### config.mk
export PLATFORM = sky130hd
export DESIGN_NAME = julian_day_to_calendar
export DESIGN_NICKNAME = d
export VERILOG_FILES = /design/src/jdc_pkg.sv /design/src/julian_day_to_calendar.sv
export SDC_FILE = /design/constraint.sdc
export NUM_CORES = 2
export LEC_CHECK = 0
export BUFFER_PORTS_ARGS = -buffer_cell sky130_fd_sc_hd__buf_2
export CORE_MARGIN = 4
export CORE_UTILIZATION = 50
export CTS_CLUSTER_DIAMETER = 200
export CTS_CLUSTER_SIZE = 8
export DETAILED_ROUTE_END_ITERATION = 6
export PLACE_DENSITY = 0.72
export SYNTH_ARGS = -nofsm -noshare
export SYNTH_HDL_FRONTEND = slang
export SYNTH_SLANG_ARGS = --single-unit
### constraint.sdc
create_clock -name clk -period 6.9 [get_ports clk]
set_clock_uncertainty 0.2 [all_clocks]
set_input_delay 1.035 -clock clk [delete_from_list [all_inputs] [get_ports clk]]
set_output_delay 1.035 -clock clk [all_outputs]
set_load 0.05 [all_outputs]
### src/jdc_pkg.sv
// Shared constants, types and calendar helpers for the Julian date converter.
// No dependencies; used by julian_day_to_calendar and its checker.
`default_nettype none

package jdc_pkg;

  // Field widths of the stream payloads.
  localparam int unsigned DN_W   = 22;
  localparam int unsigned FR_W   = 32;
  localparam int unsigned YEAR_W = 14;
  localparam int unsigned MON_W  = 4;
  localparam int unsigned DAY_W  = 5;
  localparam int unsigned HOUR_W = 5;
  localparam int unsigned MIN_W  = 6;
  localparam int unsigned SEC_W  = 6;
  localparam int unsigned MS_W   = 10;

  localparam int unsigned IN_TDATA_W  = 56;
  localparam int unsigned OUT_TDATA_W = 56;

  // Richards' algorithm constants.
  localparam longint unsigned RICH_J   = 64'd1401;
  localparam longint unsigned RICH_OFS = 64'd38;
  localparam longint unsigned RICH_B   = 64'd274277;
  localparam longint unsigned RICH_C   = 64'd146097;
  localparam longint unsigned RICH_E   = 64'd1461;
  localparam longint unsigned RICH_Y   = 64'd4716;
  // Offset from the cycle count to the year plus 4800 for a January or February date.
  localparam longint unsigned YY_OFS   = 64'd85;

  // Internal widths.
  localparam int unsigned A_W   = 25;  // 4*jd + 274277
  localparam int unsigned Q1_W  = 7;   // century term, at most 116
  localparam int unsigned F_W   = 23;
  localparam int unsigned E_W   = 25;
  localparam int unsigned Y_W   = 14;  // 4-year cycle count, at most 11487
  localparam int unsigned G_W   = 9;   // day of March-based year, 0..365
  localparam int unsigned C_W   = 7;   // century of year plus 4800
  localparam int unsigned MUL_W = 26;
  localparam int unsigned CM_W  = 15;

  // Exact reciprocals: ceil(2^k / d) with 2^k at least the operand range times d.
  localparam int unsigned Q1_SH = 43;
  localparam logic [MUL_W-1:0] Q1_MUL =
    MUL_W'(((64'd1 << Q1_SH) + RICH_C - 64'd1) / RICH_C);
  localparam int unsigned Y_SH = 36;
  localparam logic [MUL_W-1:0] Y_MUL =
    MUL_W'(((64'd1 << Y_SH) + RICH_E - 64'd1) / RICH_E);
  localparam int unsigned C_SH = 21;
  localparam logic [CM_W-1:0] C_MUL =
    CM_W'(((64'd1 << C_SH) + 64'd100 - 64'd1) / 64'd100);

  typedef logic [YEAR_W-1:0] year_t;
  typedef logic [MON_W-1:0]  mon_t;
  typedef logic [DAY_W-1:0]  day_t;

  typedef struct packed {
    logic [HOUR_W-1:0] hour;
    logic [MIN_W-1:0]  minute;
    logic [SEC_W-1:0]  second;
    logic [MS_W-1:0]   millisecond;
  } tod_t;

  // First day of each month in a year that starts on March 1 (index 0 is March).
  function automatic logic [G_W-1:0] month_start(input logic [3:0] idx);
    logic [G_W-1:0] s;
    case (idx)
      4'd0:    s = 9'd0;
      4'd1:    s = 9'd31;
      4'd2:    s = 9'd61;
      4'd3:    s = 9'd92;
      4'd4:    s = 9'd122;
      4'd5:    s = 9'd153;
      4'd6:    s = 9'd184;
      4'd7:    s = 9'd214;
      4'd8:    s = 9'd245;
      4'd9:    s = 9'd275;
      4'd10:   s = 9'd306;
      4'd11:   s = 9'd337;
      default: s = 9'd0;
    endcase
    return s;
  endfunction

  // Length of a calendar month, 1 is January.
  function automatic day_t month_len(input mon_t mon, input logic leap);
    day_t d;
    case (mon)
      4'd2:                      d = leap ? 5'd29 : 5'd28;
      4'd4, 4'd6, 4'd9, 4'd11:   d = 5'd30;
      default:                   d = 5'd31;
    endcase
    return d;
  endfunction

endpackage

`default_nettype wire

### src/julian_day_to_calendar.sv
// An input transfer loads stage 1; the result moves stage by stage to the output.
// Throughput: one Julian date per cycle unless stalled; each stage advances when
// empty or when its successor advances, so bubbles are squeezed out in a stall.
// Reset (rst_n low, synchronous) clears every stage valid bit; payload is not reset.
// Julian date to Gregorian date and time of day, eight-stage pipeline; uses jdc_pkg.
`default_nettype none

module julian_day_to_calendar (
  input  logic                              clk,
  input  logic                              rst_n,
  input  logic                              in_tvalid,
  output logic                              in_tready,
  // [21:0] day_number, [53:22] day_fraction, [55:54] zero
  input  logic [jdc_pkg::IN_TDATA_W-1:0]    in_tdata,
  output logic                              out_tvalid,
  input  logic                              out_tready,
  // [13:0] year, [17:14] month, [22:18] day_of_month, [27:23] hour,
  // [33:28] minute, [39:34] second, [49:40] millisecond, [55:50] zero
  output logic [jdc_pkg::OUT_TDATA_W-1:0]   out_tdata
);
  import jdc_pkg::*;

  localparam int unsigned NSTG = 8;

  // Stage valid bits and load enables. A stage loads when it holds nothing or
  // when the stage after it loads in the same cycle.
  logic [NSTG:1] v_r;
  logic [NSTG:1] ld;

  always_comb begin
    ld[NSTG] = ~v_r[NSTG] | out_tready;
    for (int i = NSTG - 1; i >= 1; i--) begin
      ld[i] = ~v_r[i] | ld[i+1];
    end
  end

  assign in_tready = ld[1];

  always_ff @(posedge clk) begin
    if (!rst_n) begin
      v_r <= '0;
    end else begin
      if (ld[1]) begin
        v_r[1] <= in_tvalid;
      end
      for (int i = 2; i <= NSTG; i++) begin
        if (ld[i]) begin
          v_r[i] <= v_r[i-1];
        end
      end
    end
  end

  // Input unpacking. Julian days start at noon, so the time since midnight is
  // the fraction plus one half day, which is the fraction with its top bit flipped.
  logic [DN_W-1:0] in_dn;
  logic [FR_W-1:0] in_fr;
  logic [FR_W-1:0] in_t;

  assign in_dn = in_tdata[DN_W-1:0];
  assign in_fr = in_tdata[DN_W+FR_W-1:DN_W];
  assign in_t  = {~in_fr[FR_W-1], in_fr[FR_W-2:0]};

  // The time of day is split one unit per stage: each stage multiplies the
  // remaining Q0.32 fraction by the unit ratio and keeps the integer part.
  tod_t            tod_r [1:NSTG-1];
  logic [FR_W-1:0] rem_r [1:3];
  logic            pm_r  [1:NSTG-1];

  logic [FR_W+4:0] p24;
  logic [FR_W+5:0] p60_m;
  logic [FR_W+5:0] p60_s;
  logic [FR_W+9:0] p1000;

  assign p24   = (FR_W+5)'(in_t) * (FR_W+5)'(24);
  assign p60_m = (FR_W+6)'(rem_r[1]) * (FR_W+6)'(60);
  assign p60_s = (FR_W+6)'(rem_r[2]) * (FR_W+6)'(60);
  assign p1000 = (FR_W+10)'(rem_r[3]) * (FR_W+10)'(1000);

  // Date path, Richards' algorithm. Divisions by constants are exact reciprocal
  // multiplications; remainders come from a multiply-back in the next stage.
  logic [DN_W-1:0]        s1_dn_r, s2_dn_r;
  logic [A_W-1:0]         s1_a_r;
  logic [Q1_W-1:0]        s2_q1_r;
  logic [E_W-1:0]         s3_e_r, s4_e_r;
  logic [Y_W-1:0]         s4_y_r, s5_y_r, s5_yy_r, s6_yy_r;
  logic [G_W-1:0]         s5_g_r;
  logic [C_W-1:0]         s6_c_r;
  year_t                  s6_year_r, s7_year_r;
  mon_t                   s6_mon_r, s7_mon_r;
  day_t                   s6_day_r, s7_day_r;
  logic                   s7_leap_r;

  logic [A_W+MUL_W-1:0]   q1_prod;
  logic [8:0]             q1x3;
  logic [F_W-1:0]         f_val;
  logic [E_W+MUL_W-1:0]   y_prod;
  logic [E_W-1:0]         y_back;
  logic [E_W-1:0]         e_rem;
  logic [Y_W+CM_W-1:0]    c_prod;
  logic [Y_W-1:0]         c_back;
  logic                   leap_nxt;

  assign q1_prod = (A_W+MUL_W)'(s1_a_r) * (A_W+MUL_W)'(Q1_MUL);
  assign q1x3    = {2'b00, s2_q1_r} + {1'b0, s2_q1_r, 1'b0};
  assign f_val   = F_W'(s2_dn_r) + F_W'(RICH_J - RICH_OFS) + F_W'(q1x3[8:2]);
  assign y_prod  = (E_W+MUL_W)'(s3_e_r) * (E_W+MUL_W)'(Y_MUL);
  assign y_back  = E_W'(s4_y_r) * E_W'(RICH_E);
  assign e_rem   = s4_e_r - y_back;
  assign c_prod  = (Y_W+CM_W)'(s5_yy_r) * (Y_W+CM_W)'(C_MUL);
  assign c_back  = Y_W'(s6_c_r) * Y_W'(100);

  // Leap rule on the year plus 4800, which has the same leap pattern as the
  // year: divisible by 4, and either not by 100 or also by 400.
  assign leap_nxt = (s6_yy_r[1:0] == 2'b00) &&
                    ((s6_yy_r != c_back) || (s6_c_r[1:0] == 2'b00));

  // Month lookup in the March-based year: the last month start not past g.
  logic [3:0]     midx;
  logic [G_W-1:0] gofs;
  mon_t           mon_nxt;
  day_t           day_nxt;
  year_t          year_nxt;

  always_comb begin
    midx = '0;
    gofs = s5_g_r;
    for (int k = 1; k < 12; k++) begin
      if (s5_g_r >= month_start(4'(k))) begin
        midx = 4'(k);
        gofs = s5_g_r - month_start(4'(k));
      end
    end
    day_nxt  = DAY_W'(gofs) + 5'd1;
    // January and February belong to the next calendar year.
    mon_nxt  = (midx < 4'd10) ? midx + 4'd3 : midx - 4'd9;
    year_nxt = YEAR_W'(s5_y_r) - YEAR_W'(RICH_Y) + YEAR_W'(midx >= 4'd10);
  end

  // Afternoon carry: a fraction of one half or more is on the next civil day.
  day_t          dim;
  logic [DAY_W:0] day_inc;
  year_t         o_year_nxt;
  mon_t          o_mon_nxt;
  day_t          o_day_nxt;

  always_comb begin
    dim        = month_len(s7_mon_r, s7_leap_r);
    day_inc    = {1'b0, s7_day_r} + 6'd1;
    o_year_nxt = s7_year_r;
    o_mon_nxt  = s7_mon_r;
    o_day_nxt  = s7_day_r;
    if (pm_r[NSTG-1]) begin
      if (day_inc > {1'b0, dim}) begin
        o_day_nxt = 5'd1;
        if (s7_mon_r == 4'd12) begin
          o_mon_nxt  = 4'd1;
          o_year_nxt = s7_year_r + 14'd1;
        end else begin
          o_mon_nxt = s7_mon_r + 4'd1;
        end
      end else begin
        o_day_nxt = day_inc[DAY_W-1:0];
      end
    end
  end

  // Output register.
  year_t o_year_r;
  mon_t  o_mon_r;
  day_t  o_day_r;
  tod_t  o_tod_r;

  always_ff @(posedge clk) begin
    // Stage 1: capture, 4*jd + 274277, hours.
    if (ld[1]) begin
      s1_dn_r           <= in_dn;
      s1_a_r            <= A_W'({in_dn, 2'b00}) + A_W'(RICH_B);
      tod_r[1]          <= '{hour: p24[FR_W+HOUR_W-1:FR_W], minute: '0,
                             second: '0, millisecond: '0};
      rem_r[1]          <= p24[FR_W-1:0];
      pm_r[1]           <= in_fr[FR_W-1];
    end
    // Stage 2: century term, minutes.
    if (ld[2]) begin
      s2_dn_r           <= s1_dn_r;
      s2_q1_r           <= Q1_W'(q1_prod >> Q1_SH);
      tod_r[2]          <= '{hour: tod_r[1].hour, minute: p60_m[FR_W+MIN_W-1:FR_W],
                             second: '0, millisecond: '0};
      rem_r[2]          <= p60_m[FR_W-1:0];
      pm_r[2]           <= pm_r[1];
    end
    // Stage 3: e = 4f + 3, seconds.
    if (ld[3]) begin
      s3_e_r            <= {f_val, 2'b11};
      tod_r[3]          <= '{hour: tod_r[2].hour, minute: tod_r[2].minute,
                             second: p60_s[FR_W+SEC_W-1:FR_W], millisecond: '0};
      rem_r[3]          <= p60_s[FR_W-1:0];
      pm_r[3]           <= pm_r[2];
    end
    // Stage 4: four-year cycle count e / 1461, milliseconds.
    if (ld[4]) begin
      s4_e_r                 <= s3_e_r;
      s4_y_r                 <= Y_W'(y_prod >> Y_SH);
      tod_r[4]               <= '{hour: tod_r[3].hour, minute: tod_r[3].minute,
                                  second: tod_r[3].second,
                                  millisecond: p1000[FR_W+MS_W-1:FR_W]};
      pm_r[4]                <= pm_r[3];
    end
    // Stage 5: day within the March-based year.
    if (ld[5]) begin
      s5_g_r            <= e_rem[G_W+1:2];
      s5_y_r            <= s4_y_r;
      s5_yy_r           <= s4_y_r + Y_W'(YY_OFS);
      tod_r[5]          <= tod_r[4];
      pm_r[5]           <= pm_r[4];
    end
    // Stage 6: month, day and year; century of the leap test.
    if (ld[6]) begin
      s6_year_r         <= year_nxt;
      s6_mon_r          <= mon_nxt;
      s6_day_r          <= day_nxt;
      s6_yy_r           <= s5_yy_r;
      s6_c_r            <= C_W'(c_prod >> C_SH);
      tod_r[6]          <= tod_r[5];
      pm_r[6]           <= pm_r[5];
    end
    // Stage 7: leap year flag.
    if (ld[7]) begin
      s7_year_r         <= s6_year_r;
      s7_mon_r          <= s6_mon_r;
      s7_day_r          <= s6_day_r;
      s7_leap_r         <= leap_nxt;
      tod_r[7]          <= tod_r[6];
      pm_r[7]           <= pm_r[6];
    end
    // Stage 8: afternoon carry into day, month and year.
    if (ld[8]) begin
      o_year_r          <= o_year_nxt;
      o_mon_r           <= o_mon_nxt;
      o_day_r           <= o_day_nxt;
      o_tod_r           <= tod_r[7];
    end
  end

  assign out_tvalid = v_r[NSTG];
  assign out_tdata  = {6'b000000, o_tod_r.millisecond, o_tod_r.second, o_tod_r.minute,
                       o_tod_r.hour, o_day_r, o_mon_r, o_year_r};

endmodule

`default_nettype wire

# After elaboration in Yosys (flattened, before gate mapping)
# Memories as Yosys holds them, arrays and structs flattened. A register that Yosys moved wholly into a read port is not among the register bits.
# Index checks and enable logic that the tools add are counted.
# word_totals
reg_bits	258
mem_bits_rw	286
n_memories	3
# memory_table
name	depth	word_bits	rd	rd_clocked_by_memory_dff	wr	line_no	source
tod_r	7	27	7	1	7	julian_day_to_calendar.sv:66	tod_t tod_r [1:NSTG-1];
rem_r	3	30	3	0	3	julian_day_to_calendar.sv:67	logic [FR_W-1:0] rem_r [1:3];
pm_r	7	1	7	0	7	julian_day_to_calendar.sv:68	logic pm_r [1:NSTG-1];
# classes
n_addsub	25
multipliers	9
order_cmp	14
eq_ne	7
muxes	58
bitwise_logic	17
reduce_logical	5
# ops
op	count
$mux W5	24
$mul A32 B4 Y36 const B	2
$mux W4	14
$sub A5 B5 Y5	11
$mul A25 B26 Y50 const B	1
$mul A25 B24 Y48 const B	1
$mux W14	3
$mul A32 B7 Y39 const B	1
$ge A9 B8 Y1 const B	4
$mul A32 B2 Y34 const B	1
$ge A9 B9 Y1 const B	3
$mul A14 B13 Y26 const B	1
$add A24 B19 Y25 const B	1
$add A22 B11 Y23 const B	1
$add A23 B7 Y23	1
$ge A9 B7 Y1 const B	2
$mux W1	16
$add A14 B1 Y14	1
$add A14 B1 Y14 const B	1
$add A14 B7 Y14 const B	1
$mul A14 B11 Y11 const B	1
$ne A14 B14 Y1	1
$sub A14 B13 Y14 const B	1
$eq A4 B4 Y1 const B	3
22 further kinds	39

# Logic depth before layout (Yosys ltp)
# depth
word_depth	15
depth_mapped	23
ltp_nobuf	22

# Worst setup path before layout
# OpenSTA, ideal clock, no wires.
# synth_timing
path_type	reg2reg
startpoint	register s1_a_r[12]
endpoint	register s2_q1_r[6] (data pin)
setup_time_ps	135
arrival_ps	6103
t_required_ps	6565
slack_ps	462
path_stages_with_launch	18
n_path_buf	0
synth_period_minus_slack_ps	6438
path_cell_list	edfxtp_1 > fa_1 > fa_1 > fa_1 > inv_1 > fa_1 > fa_1 > inv_1 > fa_1 > ha_1 > ha_1 > a21o_1 > a221o_1 > o21bai_1 > a221o_1 > a311o_1 > a2111o_1 > nand3_1
# synth_via
elab_chain_len	1
# synth_rtl
item	line_no	source
start: declaration	julian_day_to_calendar.sv:83	logic [A_W-1:0] s1_a_r;
start signal: assignment	julian_day_to_calendar.sv:178	s1_a_r <= A_W'({in_dn, 2'b00}) + A_W'(RICH_B);
$mul A25 B24 Y48	julian_day_to_calendar.sv:104	assign q1_prod = (A_W+MUL_W)'(s1_a_r) * (A_W+MUL_W)'(Q1_MUL);
net q1_prod[49]	julian_day_to_calendar.sv:94	logic [A_W+MUL_W-1:0] q1_prod;
end signal: assignment	julian_day_to_calendar.sv:187	s2_q1_r <= Q1_W'(q1_prod >> Q1_SH);
end: declaration	julian_day_to_calendar.sv:84	logic [Q1_W-1:0] s2_q1_r;
# The timed path passes the listed nets, and every way through them passes these cells.
# A chain may end at the register's enable or synchronous reset.

# Worst setup path in the final report
# layout_timing
startpoint	register s3_e_r[4]
endpoint	register s4_y_r[0] (data pin)
# layout_via
elab_chain_len	1
# layout_rtl
item	line_no	source
start: declaration	julian_day_to_calendar.sv:85	logic [E_W-1:0] s3_e_r, s4_e_r;
start signal: assignment	julian_day_to_calendar.sv:195	s3_e_r <= {f_val, 2'b11};
$mul A25 B26 Y50	julian_day_to_calendar.sv:107	assign y_prod = (E_W+MUL_W)'(s3_e_r) * (E_W+MUL_W)'(Y_MUL);
net y_prod[36]	julian_day_to_calendar.sv:97	logic [E_W+MUL_W-1:0] y_prod;
end signal: assignment	julian_day_to_calendar.sv:204	s4_y_r <= Y_W'(y_prod >> Y_SH);
end: declaration	julian_day_to_calendar.sv:86	logic [Y_W-1:0] s4_y_r, s5_y_r, s5_yy_r, s6_yy_r;
# The timed path passes the listed nets, and every way through them passes these cells.

==> metrics.cfg <==
[status]
status=finished clean

[synth]
netlist_instances=4626
yosysSeqAreaShare=0.283
synth.top_cells.by_count=1,012 x inv_1, 854 x ha_1, 732 x fa_1
synth_area_um2=54100
ys_ff_latch=512
synth-edff-count=504
synth.top_cell.area_share=0.280
synth_cell_type_count=85
synth_top_area_cell=edfxtp_1
syn_area_per_cell_um2=11.7
ys.flop_type=edfxtp_1
ys_warn_count=0
async_flop_share=0
synth.most_common_cell=inv_1
synthTopCellsByArea=edfxtp_1 28%, fa_1 27%, ha_1 20%

[clock_network]
clk_pin_slew_worst_paths_ns=0.06
cts_root_buf=clkbuf_16
cts_buffer_depth=3
clock_latency_ns=0.64
h-tree-depth=3
cts_hold_buf=0
numCtsBuffers=73
tritoncts=built
cts_sinks=512

[hold_path]
worstHoldPathCells=0
hold_path.class=reg2reg

[grt]
track_usage=0.209
grt_pass1_wl_mm=187
grt_pass1_vias=35719
grt_max_degree=73
grt-ovfl-total=0
antenna_found_initial=6

[critical_path]
critical_path_peak_fanout=4
worst_ep_required_time_ns=7.10
rr_worst_depth=21
crit_path_end_kind=flip-flop
crit_type=reg2reg
cp_data_arrival_time_ns=6.90
critPathLaunchType=flip-flop

[floorplan]
start_util=0.505
die_width_um=337
die_height_um=337
row_count=120
die-area_um2=114000
core-area_um2=107000
io_pins=118

[sta]
fmax_mhz=149
tightest_slew_ns=1.12
period_share=0.971
finalSetupViolCount=0
relSlewSlack=0.256
maxSlewViolCount=0
fin_crit_ns=6.70
final-hold-violation-count=0

[place]
io_buffers=109
gp_congestion=0.944
place_inst=6230
hpwl_mm=94.2

[drt]
routedLengthMet1_mm=50.5
routedWlPerCell_um=17.9
routed-via-count=33525
wl_met2_mm=54.3
drtIter0Drc=1708
antenna_left=0
dr.max_layer_used=met4
vias_per_cell=5.28
wl_met3_mm=5.43
drt_wl_total_mm=114
dr.pass1.iters=5
drc=0

[layout]
area_delta_synth_final_pct=10.0
fillCellCount=8984
finalNonFillerCells=6348
nets=6570
drive_above_1_share=0.0795

[flow_run]
cap_violations=0

## registers in the layout, indices dropped and copies added (netlist names), 22 cells and up
signal     count
out_tdata     27
tod_r        141
s2_dn_r       22
s3_e_r        23
rem_r         81
s1_dn_r       22
s1_a_r        23
## metal layers
| metal | GRT usage | vias to the layer above |
|---|---|---|
| met3 | 0.0316 | 191 |
| met5 | 0 | - |
| met1 | 0.284 | 16510 |
| li1 | - | 16106 |
| met4 | 0.0614 | 0 |
| met2 | 0.349 | 718 |
## cell families (layout without fill, tap and decap cells)
family	count (synthesis)	in the layout	share of synthesized area
AOI/OAI and AO/OA	634	634	0.0788
xor gates and xnor gates	242	242	0.0392
adders and majority gates	1586	1586	0.468
buffers and inverters	1039	1350	0.0729
DFF	512	512	0.283
muxes	8	8	0.00153
other	1	9	0.0000693
and+or+nand+nor	604	604	0.0563
## cells in the final DEF (no fill, tap or decap), types with 38 or more instances in the layout
cell	n
a21o_1	63
a21oi_1	176
buf_2	109
buf_4	135
clkbuf_16	73
edfxtp_1	504
fa_1	731
ha_1	846
inv_1	1005
nand2_1	123
nand3_1	65
nor2_1	136
nor3_1	64
o21a_1	38
o21ai_0	105
xnor2_1	172
xor2_1	70
## final cells by class
cell class / instances / area (um2) / share of cell area
Antenna cell: 3 / 7.51 / 0.000126
Inverter: 1012 / 3800 / 0.0639
Clock inverter: 7 / 155 / 0.00261
Tap cell: 1403 / 1760 / 0.0295
Multi-Input combinational cell: 3080 / 35100 / 0.589
Sequential cell: 512 / 15300 / 0.257
Timing Repair Buffer: 245 / 1580 / 0.0265
Clock buffer: 86 / 1880 / 0.0315
## worst paths after layout
| kind | slack (ns) | to | start |
|---|---|---|---|
| min | 0.20 | tod_r[6][14]$_DFFE_PP_ | tod_r[5][14]$_DFFE_PP_ |
| max | 0.20 | s4_y_r[0]$_DFFE_PP_ | s3_e_r[4]$_DFFE_PP_ |
| min reg2reg | 0.20 | tod_r[6][14]$_DFFE_PP_ | tod_r[5][14]$_DFFE_PP_ |
| max reg2reg | 0.20 | s4_y_r[0]$_DFFE_PP_ | s3_e_r[4]$_DFFE_PP_ |
## stage by stage
| step | hold slack (ns) | TNS (ns) | instance area [um2] | setup WS [ns] | utilization |
|---|---|---|---|---|---|
| 2_1_floorplan | 0.200 | 0 | 54100 | 0.462 | - |
| 3_3_place_gp | 0.200 | 0 | 57100 | 0.0786 | 0.533 |
| 3_5_place_dp | 0.205 | 0 | 57100 | 0.0208 | 0.533 |
| 4_1_cts | 0.178 | 0 | 59200 | 0.00452 | 0.552 |
| 5_1_grt | 0.199 | -0.0466 | 59500 | -0.0264 | 0.555 |
| 6_report | 0.196 | 0 | 59500 | 0.198 | 0.555 |
## critical path, cell delays in order, from the launching register on
cell	delay (ns)
edfxtp_1	0.48
ha_1	0.42
inv_1	0.09
fa_1	0.54
inv_1	0.10
fa_1	0.48
fa_1	0.52
inv_1	0.05
fa_1	0.54
fa_1	0.57
inv_1	0.05
fa_1	0.47
ha_1	0.34
and3_1	0.23
nand3_1	0.10
nor3_2	0.17
a22oi_1	0.11
buf_4	0.18
a31oi_1	0.23
o21ai_1	0.11
mux2i_1	0.12
a2111oi_1	0.34
## what timing repair did
action | 4_1_cts | 5_1_grt
pin swaps | 0 | 22
endpoints found under the setup margin | 1 | 14
buffers inserted | 2 | 20
resized for setup | 0 | 33
Power is not shown: default switching activity piles up to over one toggle a cycle in this logic, so the estimate is an artifact.
